**src/lsbq_pkg.sv**
```systemverilog
package lsbq_pkg;

    // coefficient format and digit-serial multiply geometry
    localparam int COEF_W     = 32;
    localparam int GUARD_BITS = 8;
    localparam int DIG_W      = 4;
    localparam int NUM_DIG    = COEF_W / DIG_W;
    localparam int DIG_CNT_W  = $clog2(NUM_DIG);
    localparam int NUM_TERMS  = 3;
    localparam int TERM_W     = 2;
    localparam int REG_IDX_W  = 3;

    localparam logic [DIG_CNT_W-1:0] LAST_DIG  = DIG_CNT_W'(NUM_DIG - 1);
    localparam logic [TERM_W-1:0]    LAST_TERM = TERM_W'(NUM_TERMS - 1);

    // b0 = 1.0 after reset, everything else zero
    localparam logic [COEF_W-1:0] FF_COEF0_RST = 32'h1000_0000;

    typedef enum logic [REG_IDX_W-1:0] {
        REG_FF_COEF0 = 3'd0,
        REG_FF_COEF1 = 3'd1,
        REG_FF_COEF2 = 3'd2,
        REG_FB_COEF1 = 3'd3,
        REG_FB_COEF2 = 3'd4
    } t_reg_idx;

    typedef enum logic [2:0] {
        ST_IDLE,
        ST_MAC_W,
        ST_FIN_W,
        ST_MAC_Y,
        ST_FIN_Y
    } t_state;

    typedef struct packed {
        logic              load;     // clear accumulator, load coefficient shifters
        logic              step;     // one digit-times-value accumulate
        logic              phase_y;  // 1: feedforward pass (add), 0: feedback pass (subtract)
        logic              msd;      // current digit is the signed top digit
        logic [TERM_W-1:0] term;     // which product term this cycle
        logic              fin_w;    // round/saturate w
        logic              fin_y;    // round/saturate y
    } t_mac_ctrl;

endpackage

```
**src/lsbq_in_if.sv**
```systemverilog
interface lsbq_in_if #(
    parameter int SAMPLE_BITS = 24
);
    logic                          valid;
    logic                          ready;
    logic signed [SAMPLE_BITS-1:0] in_sample;

    modport source (output valid, output in_sample, input ready);
    modport sink   (input valid, input in_sample, output ready);
endinterface

```
**src/lsbq_out_if.sv**
```systemverilog
interface lsbq_out_if #(
    parameter int SAMPLE_BITS = 24
);
    logic                          valid;
    logic                          ready;
    logic signed [SAMPLE_BITS-1:0] out_sample;
    logic                          clipped;

    modport source (output valid, output out_sample, output clipped, input ready);
    modport sink   (input valid, input out_sample, input clipped, output ready);
endinterface

```
**src/lsbq_mac.sv**
```systemverilog
module lsbq_mac
    import lsbq_pkg::*;
#(
    parameter int SAMPLE_BITS    = 24,
    parameter int COEF_FRAC_BITS = 28,
    parameter int STATE_BITS     = 48
) (
    input  logic                          i_clk,
    input  t_mac_ctrl                     i_ctrl,
    input  logic [COEF_W-1:0]             i_ff_coef0,
    input  logic [COEF_W-1:0]             i_ff_coef1,
    input  logic [COEF_W-1:0]             i_ff_coef2,
    input  logic [COEF_W-1:0]             i_fb_coef1,
    input  logic [COEF_W-1:0]             i_fb_coef2,
    input  logic signed [SAMPLE_BITS-1:0] i_x,
    input  logic signed [STATE_BITS-1:0]  i_w,
    input  logic signed [STATE_BITS-1:0]  i_d1,
    input  logic signed [STATE_BITS-1:0]  i_d2,
    output logic signed [STATE_BITS-1:0]  o_w,
    output logic                          o_w_clip,
    output logic signed [SAMPLE_BITS-1:0] o_y,
    output logic                          o_y_clip
);

    localparam int WF     = STATE_BITS - SAMPLE_BITS - GUARD_BITS;
    localparam int YSH    = WF + COEF_FRAC_BITS;
    localparam int ACC_W  = STATE_BITS + COEF_W + 2;
    localparam int PROD_W = STATE_BITS + DIG_W + 1;

    logic signed [ACC_W-1:0]      r_acc;
    logic signed [ACC_W-1:0]      n_acc;
    logic [COEF_W-1:0]            r_sh [NUM_TERMS];

    logic signed [STATE_BITS-1:0] v_sel;
    logic [DIG_W-1:0]             dig;
    logic signed [DIG_W:0]        dig5;
    logic signed [PROD_W-1:0]     prod;
    logic signed [ACC_W-1:0]      prod_ext;
    logic signed [ACC_W-1:0]      acc_base;

    logic signed [ACC_W-1:0]      t_w;
    logic signed [ACC_W-1:0]      t_y;
    logic [ACC_W-COEF_FRAC_BITS-STATE_BITS:0] w_hi;
    logic [ACC_W-YSH-SAMPLE_BITS:0]           y_hi;

    // operand select for the current term
    always_comb begin
        case (i_ctrl.term)
            2'd0: begin
                // feedback pass has no w term; keep a not yet computed w out of the sum
                v_sel = i_ctrl.phase_y ? i_w : '0;
                dig   = r_sh[0][COEF_W-1 -: DIG_W];
            end
            2'd1: begin
                v_sel = i_d1;
                dig   = r_sh[1][COEF_W-1 -: DIG_W];
            end
            default: begin
                v_sel = i_d2;
                dig   = r_sh[2][COEF_W-1 -: DIG_W];
            end
        endcase
    end

    // top digit of a coefficient carries the sign
    assign dig5     = i_ctrl.msd ? $signed({dig[DIG_W-1], dig}) : $signed({1'b0, dig});
    assign prod     = v_sel * dig5;
    assign prod_ext = ACC_W'(prod);
    assign acc_base = (i_ctrl.term == '0) ? (r_acc <<< DIG_W) : r_acc;

    always_comb begin
        n_acc = r_acc;
        if (i_ctrl.load) begin
            n_acc = '0;
        end else if (i_ctrl.step) begin
            n_acc = i_ctrl.phase_y ? (acc_base + prod_ext) : (acc_base - prod_ext);
        end
    end

    always_ff @(posedge i_clk) begin
        r_acc <= n_acc;
        if (i_ctrl.load) begin
            r_sh[0] <= i_ctrl.phase_y ? i_ff_coef0 : '0;
            r_sh[1] <= i_ctrl.phase_y ? i_ff_coef1 : i_fb_coef1;
            r_sh[2] <= i_ctrl.phase_y ? i_ff_coef2 : i_fb_coef2;
        end else if (i_ctrl.step && (i_ctrl.term == LAST_TERM)) begin
            for (int k = 0; k < NUM_TERMS; k++) begin
                r_sh[k] <= r_sh[k] << DIG_W;
            end
        end
    end

    // w: add x term and rounding half in one go (bits never overlap)
    assign t_w  = r_acc + ((ACC_W'(i_x) <<< YSH) | (ACC_W'(1) << (COEF_FRAC_BITS - 1)));
    assign w_hi = t_w[ACC_W-1 : COEF_FRAC_BITS+STATE_BITS-1];

    always_comb begin
        o_w_clip = !((&w_hi) || !(|w_hi));
        if (!o_w_clip) begin
            o_w = t_w[COEF_FRAC_BITS+STATE_BITS-1 : COEF_FRAC_BITS];
        end else if (t_w[ACC_W-1]) begin
            o_w = {1'b1, {(STATE_BITS-1){1'b0}}};
        end else begin
            o_w = {1'b0, {(STATE_BITS-1){1'b1}}};
        end
    end

    // y: round half up by YSH bits, saturate to sample range
    assign t_y  = r_acc + (ACC_W'(1) << (YSH - 1));
    assign y_hi = t_y[ACC_W-1 : YSH+SAMPLE_BITS-1];

    always_comb begin
        o_y_clip = !((&y_hi) || !(|y_hi));
        if (!o_y_clip) begin
            o_y = t_y[YSH+SAMPLE_BITS-1 : YSH];
        end else if (t_y[ACC_W-1]) begin
            o_y = {1'b1, {(SAMPLE_BITS-1){1'b0}}};
        end else begin
            o_y = {1'b0, {(SAMPLE_BITS-1){1'b1}}};
        end
    end

endmodule

```
**src/lsbq_ctrl.sv**
```systemverilog
module lsbq_ctrl
    import lsbq_pkg::*;
(
    input  logic      i_clk,
    input  logic      i_rst_n,
    input  logic      i_in_valid,
    input  logic      i_out_free,
    output logic      o_in_ready,
    output t_mac_ctrl o_mac
);

    t_state                r_state;
    t_state                n_state;
    logic [TERM_W-1:0]     r_term;
    logic [TERM_W-1:0]     n_term;
    logic [DIG_CNT_W-1:0]  r_dig;
    logic [DIG_CNT_W-1:0]  n_dig;

    always_ff @(posedge i_clk) begin
        if (!i_rst_n) begin
            r_state <= ST_IDLE;
            r_term  <= '0;
            r_dig   <= '0;
        end else begin
            r_state <= n_state;
            r_term  <= n_term;
            r_dig   <= n_dig;
        end
    end

    always_comb begin
        n_state    = r_state;
        n_term     = r_term;
        n_dig      = r_dig;
        o_in_ready = 1'b0;
        o_mac      = '0;
        o_mac.term = r_term;
        o_mac.msd  = (r_dig == '0);

        unique case (r_state) inside
            ST_IDLE: begin
                o_in_ready = 1'b1;
                if (i_in_valid) begin
                    o_mac.load = 1'b1;
                    n_term     = '0;
                    n_dig      = '0;
                    n_state    = ST_MAC_W;
                end
            end
            ST_MAC_W, ST_MAC_Y: begin
                o_mac.step    = 1'b1;
                o_mac.phase_y = (r_state == ST_MAC_Y);
                if (r_term == LAST_TERM) begin
                    n_term = '0;
                    n_dig  = DIG_CNT_W'(r_dig + 1'b1);
                    if (r_dig == LAST_DIG) begin
                        n_state = (r_state == ST_MAC_Y) ? ST_FIN_Y : ST_FIN_W;
                    end
                end else begin
                    n_term = TERM_W'(r_term + 1'b1);
                end
            end
            ST_FIN_W: begin
                o_mac.fin_w   = 1'b1;
                o_mac.load    = 1'b1;
                o_mac.phase_y = 1'b1;
                n_term        = '0;
                n_dig         = '0;
                n_state       = ST_MAC_Y;
            end
            ST_FIN_Y: begin
                o_mac.phase_y = 1'b1;
                if (i_out_free) begin
                    o_mac.fin_y = 1'b1;
                    n_state     = ST_IDLE;
                end
            end
            default: begin
                n_state = ST_IDLE;
            end
        endcase
    end

endmodule

```
**src/low_shelf_biquad_filter_core.sv**
```systemverilog
// Low-shelf biquad, direct form II, fixed point.
// Input channel i_in: one signed sample per item. Output channel o_out: the
// filtered sample plus a clip flag (set when w or y saturated for that item).
// Coefficients b0, b1, b2, a1, a2 (signed, COEF_FRAC_BITS fraction bits) are
// written through i_cfg_we / i_cfg_idx / i_cfg_data, by the user only while
// the block is idle (the block does not enforce this); indexes past the last one are ignored.
// Schedule: one shared 4-bit-digit multiplier walks the 8 coefficient digits of
// 3 product terms per pass, for two passes (feedback, then feedforward) with a
// round/saturate step after each. The next item is accepted only once the
// block is back in idle, after the final round step of the previous item.
// Stall: the output register holds its item until taken. Meanwhile a new item
// is accepted and computed; it waits in the final round step until the output
// register frees up, and no further item is accepted until then.
// Reset (i_rst_n low, synchronous): delay line cleared, b0 = 1.0, other
// coefficients zero, output empty, block idle.
module low_shelf_biquad_filter_core
    import lsbq_pkg::*;
#(
    parameter int SAMPLE_BITS    = 24,
    parameter int COEF_FRAC_BITS = 28,
    parameter int STATE_BITS     = 48
) (
    input  logic                 i_clk,
    input  logic                 i_rst_n,
    lsbq_in_if.sink              i_in,
    lsbq_out_if.source           o_out,
    input  logic                 i_cfg_we,
    input  logic [REG_IDX_W-1:0] i_cfg_idx,
    input  logic [COEF_W-1:0]    i_cfg_data
);

    // coefficient registers
    logic [COEF_W-1:0] r_ff_coef0;
    logic [COEF_W-1:0] r_ff_coef1;
    logic [COEF_W-1:0] r_ff_coef2;
    logic [COEF_W-1:0] r_fb_coef1;
    logic [COEF_W-1:0] r_fb_coef2;

    // filter state: w1, w2 and the new w of the item in flight
    logic signed [STATE_BITS-1:0]  r_d1;
    logic signed [STATE_BITS-1:0]  r_d2;
    logic signed [STATE_BITS-1:0]  r_w;
    logic                          r_w_clip;
    logic signed [SAMPLE_BITS-1:0] r_x;

    // output register
    logic                          r_out_valid;
    logic signed [SAMPLE_BITS-1:0] r_out_sample;
    logic                          r_out_clip;

    t_mac_ctrl                     mac_ctrl;
    logic                          in_ready;
    logic                          out_free;
    logic signed [STATE_BITS-1:0]  w_rnd;
    logic                          w_clip;
    logic signed [SAMPLE_BITS-1:0] y_rnd;
    logic                          y_clip;

    assign out_free = !r_out_valid || o_out.ready;

    // config writes
    always_ff @(posedge i_clk) begin
        if (!i_rst_n) begin
            r_ff_coef0 <= FF_COEF0_RST;
            r_ff_coef1 <= '0;
            r_ff_coef2 <= '0;
            r_fb_coef1 <= '0;
            r_fb_coef2 <= '0;
        end else if (i_cfg_we) begin
            unique case (i_cfg_idx)
                REG_FF_COEF0: r_ff_coef0 <= i_cfg_data;
                REG_FF_COEF1: r_ff_coef1 <= i_cfg_data;
                REG_FF_COEF2: r_ff_coef2 <= i_cfg_data;
                REG_FB_COEF1: r_fb_coef1 <= i_cfg_data;
                REG_FB_COEF2: r_fb_coef2 <= i_cfg_data;
                default: ;
            endcase
        end
    end

    // delay line: shifts once the output of an item is committed
    always_ff @(posedge i_clk) begin
        if (!i_rst_n) begin
            r_d1 <= '0;
            r_d2 <= '0;
        end else if (mac_ctrl.fin_y) begin
            r_d2 <= r_d1;
            r_d1 <= r_w;
        end
    end

    // payload capture, no reset needed
    always_ff @(posedge i_clk) begin
        if (i_in.valid && in_ready) begin
            r_x <= i_in.in_sample;
        end
        if (mac_ctrl.fin_w) begin
            r_w      <= w_rnd;
            r_w_clip <= w_clip;
        end
        if (mac_ctrl.fin_y) begin
            r_out_sample <= y_rnd;
            r_out_clip   <= r_w_clip || y_clip;
        end
    end

    always_ff @(posedge i_clk) begin
        if (!i_rst_n) begin
            r_out_valid <= 1'b0;
        end else if (mac_ctrl.fin_y) begin
            r_out_valid <= 1'b1;
        end else if (o_out.ready) begin
            r_out_valid <= 1'b0;
        end
    end

    lsbq_ctrl u_ctrl (
        .i_clk      (i_clk),
        .i_rst_n    (i_rst_n),
        .i_in_valid (i_in.valid),
        .i_out_free (out_free),
        .o_in_ready (in_ready),
        .o_mac      (mac_ctrl)
    );

    lsbq_mac #(
        .SAMPLE_BITS    (SAMPLE_BITS),
        .COEF_FRAC_BITS (COEF_FRAC_BITS),
        .STATE_BITS     (STATE_BITS)
    ) u_mac (
        .i_clk      (i_clk),
        .i_ctrl     (mac_ctrl),
        .i_ff_coef0 (r_ff_coef0),
        .i_ff_coef1 (r_ff_coef1),
        .i_ff_coef2 (r_ff_coef2),
        .i_fb_coef1 (r_fb_coef1),
        .i_fb_coef2 (r_fb_coef2),
        .i_x        (r_x),
        .i_w        (r_w),
        .i_d1       (r_d1),
        .i_d2       (r_d2),
        .o_w        (w_rnd),
        .o_w_clip   (w_clip),
        .o_y        (y_rnd),
        .o_y_clip   (y_clip)
    );

    assign i_in.ready       = in_ready;
    assign o_out.valid      = r_out_valid;
    assign o_out.out_sample = r_out_sample;
    assign o_out.clipped    = r_out_clip;

    // a new output only appears through the final round step
    a_out_from_fin: assert property (@(posedge i_clk) disable iff (!i_rst_n)
        $rose(r_out_valid) |-> $past(mac_ctrl.fin_y))
        else $error("output valid rose without a final round step");

    // final round never overwrites an untaken item
    a_no_overwrite: assert property (@(posedge i_clk) disable iff (!i_rst_n)
        mac_ctrl.fin_y |-> (!r_out_valid || o_out.ready))
        else $error("output register overwritten while stalled");

    // after an item is accepted, the block is busy next cycle
    a_busy_after_accept: assert property (@(posedge i_clk) disable iff (!i_rst_n)
        (i_in.valid && in_ready) |=> !in_ready)
        else $error("input accepted while previous item in flight");

    // the two passes never overlap a load with a multiply step
    a_load_step_excl: assert property (@(posedge i_clk) disable iff (!i_rst_n)
        mac_ctrl.step |-> !(mac_ctrl.load || mac_ctrl.fin_w || mac_ctrl.fin_y))
        else $error("multiply step collides with load or round");

endmodule
```
**src/flat_wrapper.sv**
```systemverilog
// flat-port wrapper written by rule: the top's interface ports become plain ports
module low_shelf_biquad_filter_core_flat import lsbq_pkg::*;
#(
    parameter int SAMPLE_BITS    = 24,
    parameter int COEF_FRAC_BITS = 28,
    parameter int STATE_BITS     = 48
)
  (i_clk, i_rst_n, i_cfg_we, i_cfg_idx, i_cfg_data, i_in_valid, i_in_in_sample, i_in_ready, o_out_valid, o_out_out_sample, o_out_clipped, o_out_ready);
  lsbq_in_if #(.SAMPLE_BITS(SAMPLE_BITS)) i_in_i ();
  lsbq_out_if #(.SAMPLE_BITS(SAMPLE_BITS)) o_out_i ();
  input  logic i_clk;
  input  logic i_rst_n;
  input  logic i_cfg_we;
  input  logic [REG_IDX_W-1:0] i_cfg_idx;
  input  logic [COEF_W-1:0] i_cfg_data;
  input wire logic [$bits(i_in_i.valid)-1:0] i_in_valid;
  input wire logic [$bits(i_in_i.in_sample)-1:0] i_in_in_sample;
  output wire logic [$bits(i_in_i.ready)-1:0] i_in_ready;
  output wire logic [$bits(o_out_i.valid)-1:0] o_out_valid;
  output wire logic [$bits(o_out_i.out_sample)-1:0] o_out_out_sample;
  output wire logic [$bits(o_out_i.clipped)-1:0] o_out_clipped;
  input wire logic [$bits(o_out_i.ready)-1:0] o_out_ready;
  assign i_in_i.valid = i_in_valid;
  assign i_in_i.in_sample = i_in_in_sample;
  assign i_in_ready = i_in_i.ready;
  assign o_out_valid = o_out_i.valid;
  assign o_out_out_sample = o_out_i.out_sample;
  assign o_out_clipped = o_out_i.clipped;
  assign o_out_i.ready = o_out_ready;
  low_shelf_biquad_filter_core #(.SAMPLE_BITS(SAMPLE_BITS), .COEF_FRAC_BITS(COEF_FRAC_BITS), .STATE_BITS(STATE_BITS)) u_core (.i_clk(i_clk), .i_rst_n(i_rst_n), .i_in(i_in_i), .o_out(o_out_i), .i_cfg_we(i_cfg_we), .i_cfg_idx(i_cfg_idx), .i_cfg_data(i_cfg_data));
endmodule
```
**config.mk**
```make
export PLATFORM = sky130hd
export DESIGN_NAME = low_shelf_biquad_filter_core_flat
export DESIGN_NICKNAME = d
export VERILOG_FILES = /design/src/lsbq_pkg.sv /design/src/lsbq_in_if.sv /design/src/lsbq_out_if.sv /design/src/lsbq_mac.sv /design/src/lsbq_ctrl.sv /design/src/low_shelf_biquad_filter_core.sv /design/src/flat_wrapper.sv
export SDC_FILE = /design/constraint.sdc
export NUM_CORES = 2
export LEC_CHECK = 0
export ABC_CLOCK_PERIOD_IN_PS = 10700
export BUFFER_PORTS_ARGS = -buffer_cell sky130_fd_sc_hd__buf_2
export CORE_MARGIN = 4
export CORE_UTILIZATION = 51
export CTS_BUF_LIST = sky130_fd_sc_hd__clkbuf_4 sky130_fd_sc_hd__clkbuf_8 sky130_fd_sc_hd__clkbuf_16
export DETAILED_ROUTE_END_ITERATION = 16
export GPL_ROUTABILITY_DRIVEN = 0
export PLACE_DENSITY = 0.75
export SLEW_MARGIN = 25
export SYNTH_ARGS = -nofsm -noshare
export SYNTH_HDL_FRONTEND = slang
export SYNTH_HIERARCHICAL = 1
export SYNTH_SLANG_ARGS = --single-unit
```
**constraint.sdc**
```tcl
create_clock -name i_clk -period 10.7 [get_ports i_clk]
set_input_delay 0 -clock i_clk [delete_from_list [all_inputs] [get_ports i_clk]]
set_output_delay 0 -clock i_clk [all_outputs]
set_load 0.02 [all_outputs]
```
After elaboration in Yosys (flattened, before gate mapping)
Memories as Yosys holds them, arrays and structs flattened. Index checks and enable logic that the tools add are counted.

$add $sub $neg: 6. Multiply operators: 1. Equality and inequality tests: 15. Mux-type cells: 43. Bitwise operators: 3. Reductions and logical operators: 31.

Operator list (count): two-way mux 32 bit (6); two-way mux 82 bit (2); two-way mux 48 bit (3); one-hot mux 48 bit (2 select lines) (1); adder 82 x 45 -> 82 bit (second input constant) (1); adder 82 x 53 -> 82 bit (1); adder 82 x 68 -> 82 bit (1); subtractor 82 x 53 -> 82 bit (1); multiplier 48 x 5 -> 53 bit (1); two-way mux 24 bit (2); two-way mux 3 bit (7); AND reduction 15 bit (1); OR reduction 15 bit (1); two-way mux 1 bit (13); equality test 3 x 2 -> 1 bit (second input constant) (4); one-hot mux 3 bit (4 select lines) (1); AND reduction 2 bit (6); equality test 3 bit (second input constant) (3); zero test 3 bit (3); one-hot mux 3 bit (3 select lines) (1); one-hot mux 4 bit (2 select lines) (1); AND reduction 7 bit (1); OR reduction 7 bit (1); equality test 3 x 1 -> 1 bit (second input constant) (2); other kinds (20) (35).

Register bits after elaboration: 445. Memory bits (writable): 96. Output and inout bits: 27. Logic and storage cells: 117. Memories kept: 1.

Memory list: u_core.u_mac.r_sh (depth 3, width 32, rd ports 3, clocked after Yosys merged registers in 0, write ports 3, line lsbq_mac.sv:32) `logic [COEF_W-1:0] r_sh [NUM_TERMS];`.

Longest topological paths before layout
Word-level depth: 8. Mapped depth: 45.

Cells and area by module
Netlist, hierarchy kept.

Modules (own cells, without submodules): lsbq_mac (instances 1, cells each 3672, area an instance 28049.4 sq um, sequential area each 4524.3 sq um); low_shelf_biquad_filter_core (instances 1, cells each 971, area an instance 12429.4 sq um, sequential area each 8087.8 sq um); lsbq_ctrl (instances 1, cells each 53, area an instance 485.5 sq um, sequential area each 160.2 sq um).

Worst setup path before layout
No wires, ideal clock.

Path type: reg2reg. Start: register u_core.u_ctrl.r_term[1]. End: register u_core.u_mac.r_acc[80]. Data arrival time: 9.838 ns. Path slack: 0.800 ns. Cell stages (with the launch flop): 36. Buffers on the path: 4. Clock period less this slack: 9.900 ns. Cells stage by stage: dfxtp_1 > clkbuf_1 > clkbuf_1 > clkbuf_1 > clkbuf_1 > a21oi_1 > or2_2 > fa_1 > fa_1 > fa_1 > inv_1 > fa_1 > a211oi_2 > nor3_4 > or3_1 > a21oi_1 > a211oi_1 > or4_4 > or3b_4 > or4_4 > nor2b_1 > a21oi_1 > xor2_1 > ha_1 > and3_1 > and3_1 > a31oi_1 > o21ai_0 > o211ai_1 > a22oi_1 > a31oi_1 > o21ai_0 > a211oi_1 > nor4_1 > or4_1 > nand3_1.

Cells in the longest elaborated chain, start to end: 6.

RTL lines: start, declared (line lsbq_ctrl.sv:14) `logic [TERM_W-1:0] r_term;`; start signal, assigned (line lsbq_ctrl.sv:26) `r_term <= n_term;`; equality test 2 x 1 -> 1 bit / zero test 2 bit (equally long branches) (line lsbq_mac.sv:48, lsbq_mac.sv:69); one-hot mux 4 bit (2 select lines) (line lsbq_mac.sv:48) `case (i_ctrl.term)`; two-way mux 5 bit (line lsbq_mac.sv:66) `assign dig5 = i_ctrl.msd ? $signed({dig[DIG_W-1], dig}) : $signed({1'b0, dig});`; multiplier 48 x 5 -> 53 bit (line lsbq_mac.sv:67) `assign prod = v_sel * dig5;`; subtractor 82 x 53 -> 82 bit / adder 82 x 53 -> 82 bit (equally long branches) (line lsbq_mac.sv:76) `n_acc = i_ctrl.phase_y ? (acc_base + prod_ext) : (acc_base - prod_ext);`; two-way mux 82 bit * (line lsbq_mac.sv:76); end signal, assigned (line lsbq_mac.sv:81) `r_acc <= n_acc;`; end, declared (line lsbq_mac.sv:30) `logic signed [ACC_W-1:0] r_acc;`.

Every way passes the cells marked *; elsewhere a longest branch is shown, timed or not. A chain may end at the register's enable or synchronous reset.

Final worst setup path
Start: register u_core.u_ctrl.r_term[0]. End: register u_core.u_mac.r_acc[81].

The elaborated chain is that of the path after synthesis.

==> flow_metrics.tcl <==
set metrics [dict create \
    final-hold-violation-count 0 \
    setup_slack_ns 0.437 \
    cap_violations 0 \
    cp_slowest_cell "dfxtp_2" \
    core_area_um2 79300 \
    synth_edf_count 194 \
    die_y_um 291 \
    critPathMaxStageDelay_ns 0.58 \
    synthesis.nets 5132 \
    post-place-ws_ns 0.0616 \
    cts_sinks 541 \
    initial_core_util 0.517 \
    end_kind "register" \
    dieWidth_um 291 \
    critPathMaxFanout 24 \
    dr.pass1.iters 7 \
    ioPinCount 91 \
    grt_pass1_wl_mm 171 \
    syn_avg_cell_area_um2 8.72 \
    clkLatencyLatePin_ns 0.65 \
    hold_class "input port to register" \
    worstMarginPinSlew_ns 1.06 \
    post-dp-hpwl_mm 76.6 \
    critPathKind "register to register" \
    cts-buffers-inserted 57 \
    cp_top_family "compound AO/OA/AOI/OAI gates" \
    grt_usage 0.241 \
    numPortBuffers 90 \
    outcome "finished, final reports clean" \
    ys_ff_latch 541 \
    vias_per_cell 5.85 \
    grt_max_degree 143 \
    clk_pin_slew_worst_paths_ns 0.06 \
    crit_buf_inv 5 \
    peakVddDrop_v 0.000145 \
    cts_tree "done" \
    ys_warn_count 6 \
    slew_violations 0 \
    syn_area_um2 41000 \
    clock.fmax_ghz 0.0974 \
    antenna_found_initial 4 \
    async_reset_ff_frac 0 \
    dp_cells 5662 \
    synth_cell_types 101 \
    area_growth_pct 10.2 \
    relSlewSlack 0.291 \
    setup_viol 0 \
    cp.required_ns 11.26 \
    synth_top_flop_cell "dfxtp_1" \
    skew_ns 0.0408 \
    cp-start-kind "register" \
    grt_overflow 0 \
    fp-row-count 103 \
    drtIter0Drc 3084 \
    fin_cells 5831 \
    routed_wl_mm 107 \
    antenna_left 0 \
    die_area_um2 84900 \
    seq_area_frac_synth 0.312 \
    leakagePower_nw 18.7 \
    nets 5167 \
    drc 0 \
    p_per_area_nw_per_um2 190 \
    wl_per_cell_um 18.3 \
    vias 34100 \
    worstPathArrival_ns 10.83 \
    drive_gt1_frac 0.0979 \
    final_core_util 0.570 \
    finalCritPeriodShare 0.959 \
    cts_htree_levels 2 \
    clockBufferDepth 3 \
    grt_pass1_vias 32500 \
    period_needed_ns 10.26 \
    cts_root_buf "clkbuf_16" \
    synth_cells 4696 \
]
## tightest hold or removal path: stages
cell	delay (ns)
clkbuf_8	0.34
nand2_1	0.20
mux2i_1	0.05
## path summary, 6_finish.rpt
path                                  to  slack, ns               startpoint  depth (start not counted)
setup reg to reg  u_core/u_mac/r_acc[81]       0.44  u_core/u_ctrl/r_term[0]                         38
setup / recovery  u_core/u_mac/r_acc[81]       0.44  u_core/u_ctrl/r_term[0]                         38
hold reg to reg     u_core/r_ff_coef0[3]       0.46     u_core/r_ff_coef0[3]                          2
hold / removal      u_core/r_ff_coef0[3]     0.0003                  i_rst_n                          3
## flip-flops by register name (all words and copies together), names as in the netlist, 48 cells and up
signal              count
u_core/r_d1            48
u_core/r_d2            48
u_core/r_w             48
u_core/u_mac/r_acc     82
u_core/u_mac/r_sh      96
## through the flow
step | TNS [ns] | total power (W) | hold slack (ns) | instance area [um2]
CTS | 0 | 0.00849 | 0.0346 | 45000
detailed placement | 0 | 0.00641 | 0.179 | 42500
finish | 0 | 0.00856 | 0.000334 | 45200
global route | -0.0132 | 0.00907 | 0.0631 | 45200
floorplan | 0 | 0.00547 | 0.0989 | 41000
global placement | 0 | 0.00637 | 0.177 | 42500
## power breakdown
group          total, W  leakage, nW  switching [W]  internal (W)
registers       0.00270         4.66       0.000302       0.00240
clock network   0.00202        0.962       0.000878       0.00115
logic           0.00384         13.1        0.00229       0.00156
total           0.00856         18.7        0.00346       0.00510
## layout by cell type (no fill, tap or decap), drive strengths merged, types with 15 or more instances in the layout
cell / instances
a21o: 102
nor2: 482
o21ai: 253
and2: 62
mux2i: 385
o21a: 20
nand2: 498
a22oi: 46
xor2: 119
o211ai: 20
nand2b: 21
or2: 15
o31ai: 17
buf: 195
clkbuf: 76
nand4: 55
ha: 225
fa: 147
dfxtp: 347
xnor2: 132
nor4: 16
edfxtp: 194
clkinv: 25
nand3: 83
dlygate4sd3: 58
o21bai: 24
nor2b: 130
a21oi: 293
and3: 27
nor3: 54
a31oi: 35
o41a: 15
mux2: 90
and4: 16
inv: 326
a211oi: 25
## metal layers
layer,track usage,part of all wire
met1,0.342,0.45
met2,0.385,0.45
met3,0.0349,0.069
met4,0.0719,0.029
met5,0,0
## Yosys cell counts (130+ instances only)
| master | instances | area share |
|---|---|---|
| dfxtp_1 | 347 | 0.17 |
| fa_1 | 147 | 0.072 |
| clkbuf_1 | 208 | 0.019 |
| nand2_1 | 498 | 0.046 |
| mux2i_1 | 385 | 0.094 |
| a21oi_1 | 292 | 0.036 |
| nor2b_1 | 130 | 0.020 |
| ha_1 | 225 | 0.069 |
| xnor2_1 | 132 | 0.028 |
| nor2_1 | 481 | 0.044 |
| inv_1 | 324 | 0.030 |
| edfxtp_1 | 194 | 0.14 |
| o21ai_0 | 244 | 0.030 |
## final cells by class
class                   instances  area (um2)
diodes                          1        2.50
clock buffers                  75        1610
clock inverters                33         337
fillers                      6961       34100
inverters                     325        1220
multi-input cells            3552       26000
flip-flops and latches        541       12800
well taps                    1050        1310
repair buffers                254        1880
## cells by family after synthesis
logic type / Yosys count / share of synthesized area
flops: 541 / 0.312
fa+ha+maj: 372 / 0.141
compound gates: 941 / 0.144
simple gates: 1513 / 0.173
mux: 475 / 0.119
buf+inv: 603 / 0.0588
xor+xnor: 251 / 0.0537
## repair_timing
| item | CTS | global route |
|---|---|---|
| hold buffers | 58 | 0 |
| hold endpoints to repair | 192 | 0 |
| buffers inserted | 0 | 1 |
| pin swaps | 0 | 1 |
| resized for setup | 1 | 22 |
| setup endpoints to repair | 1 | 15 |
No activity file was read; power rests on OpenSTA's default activity.
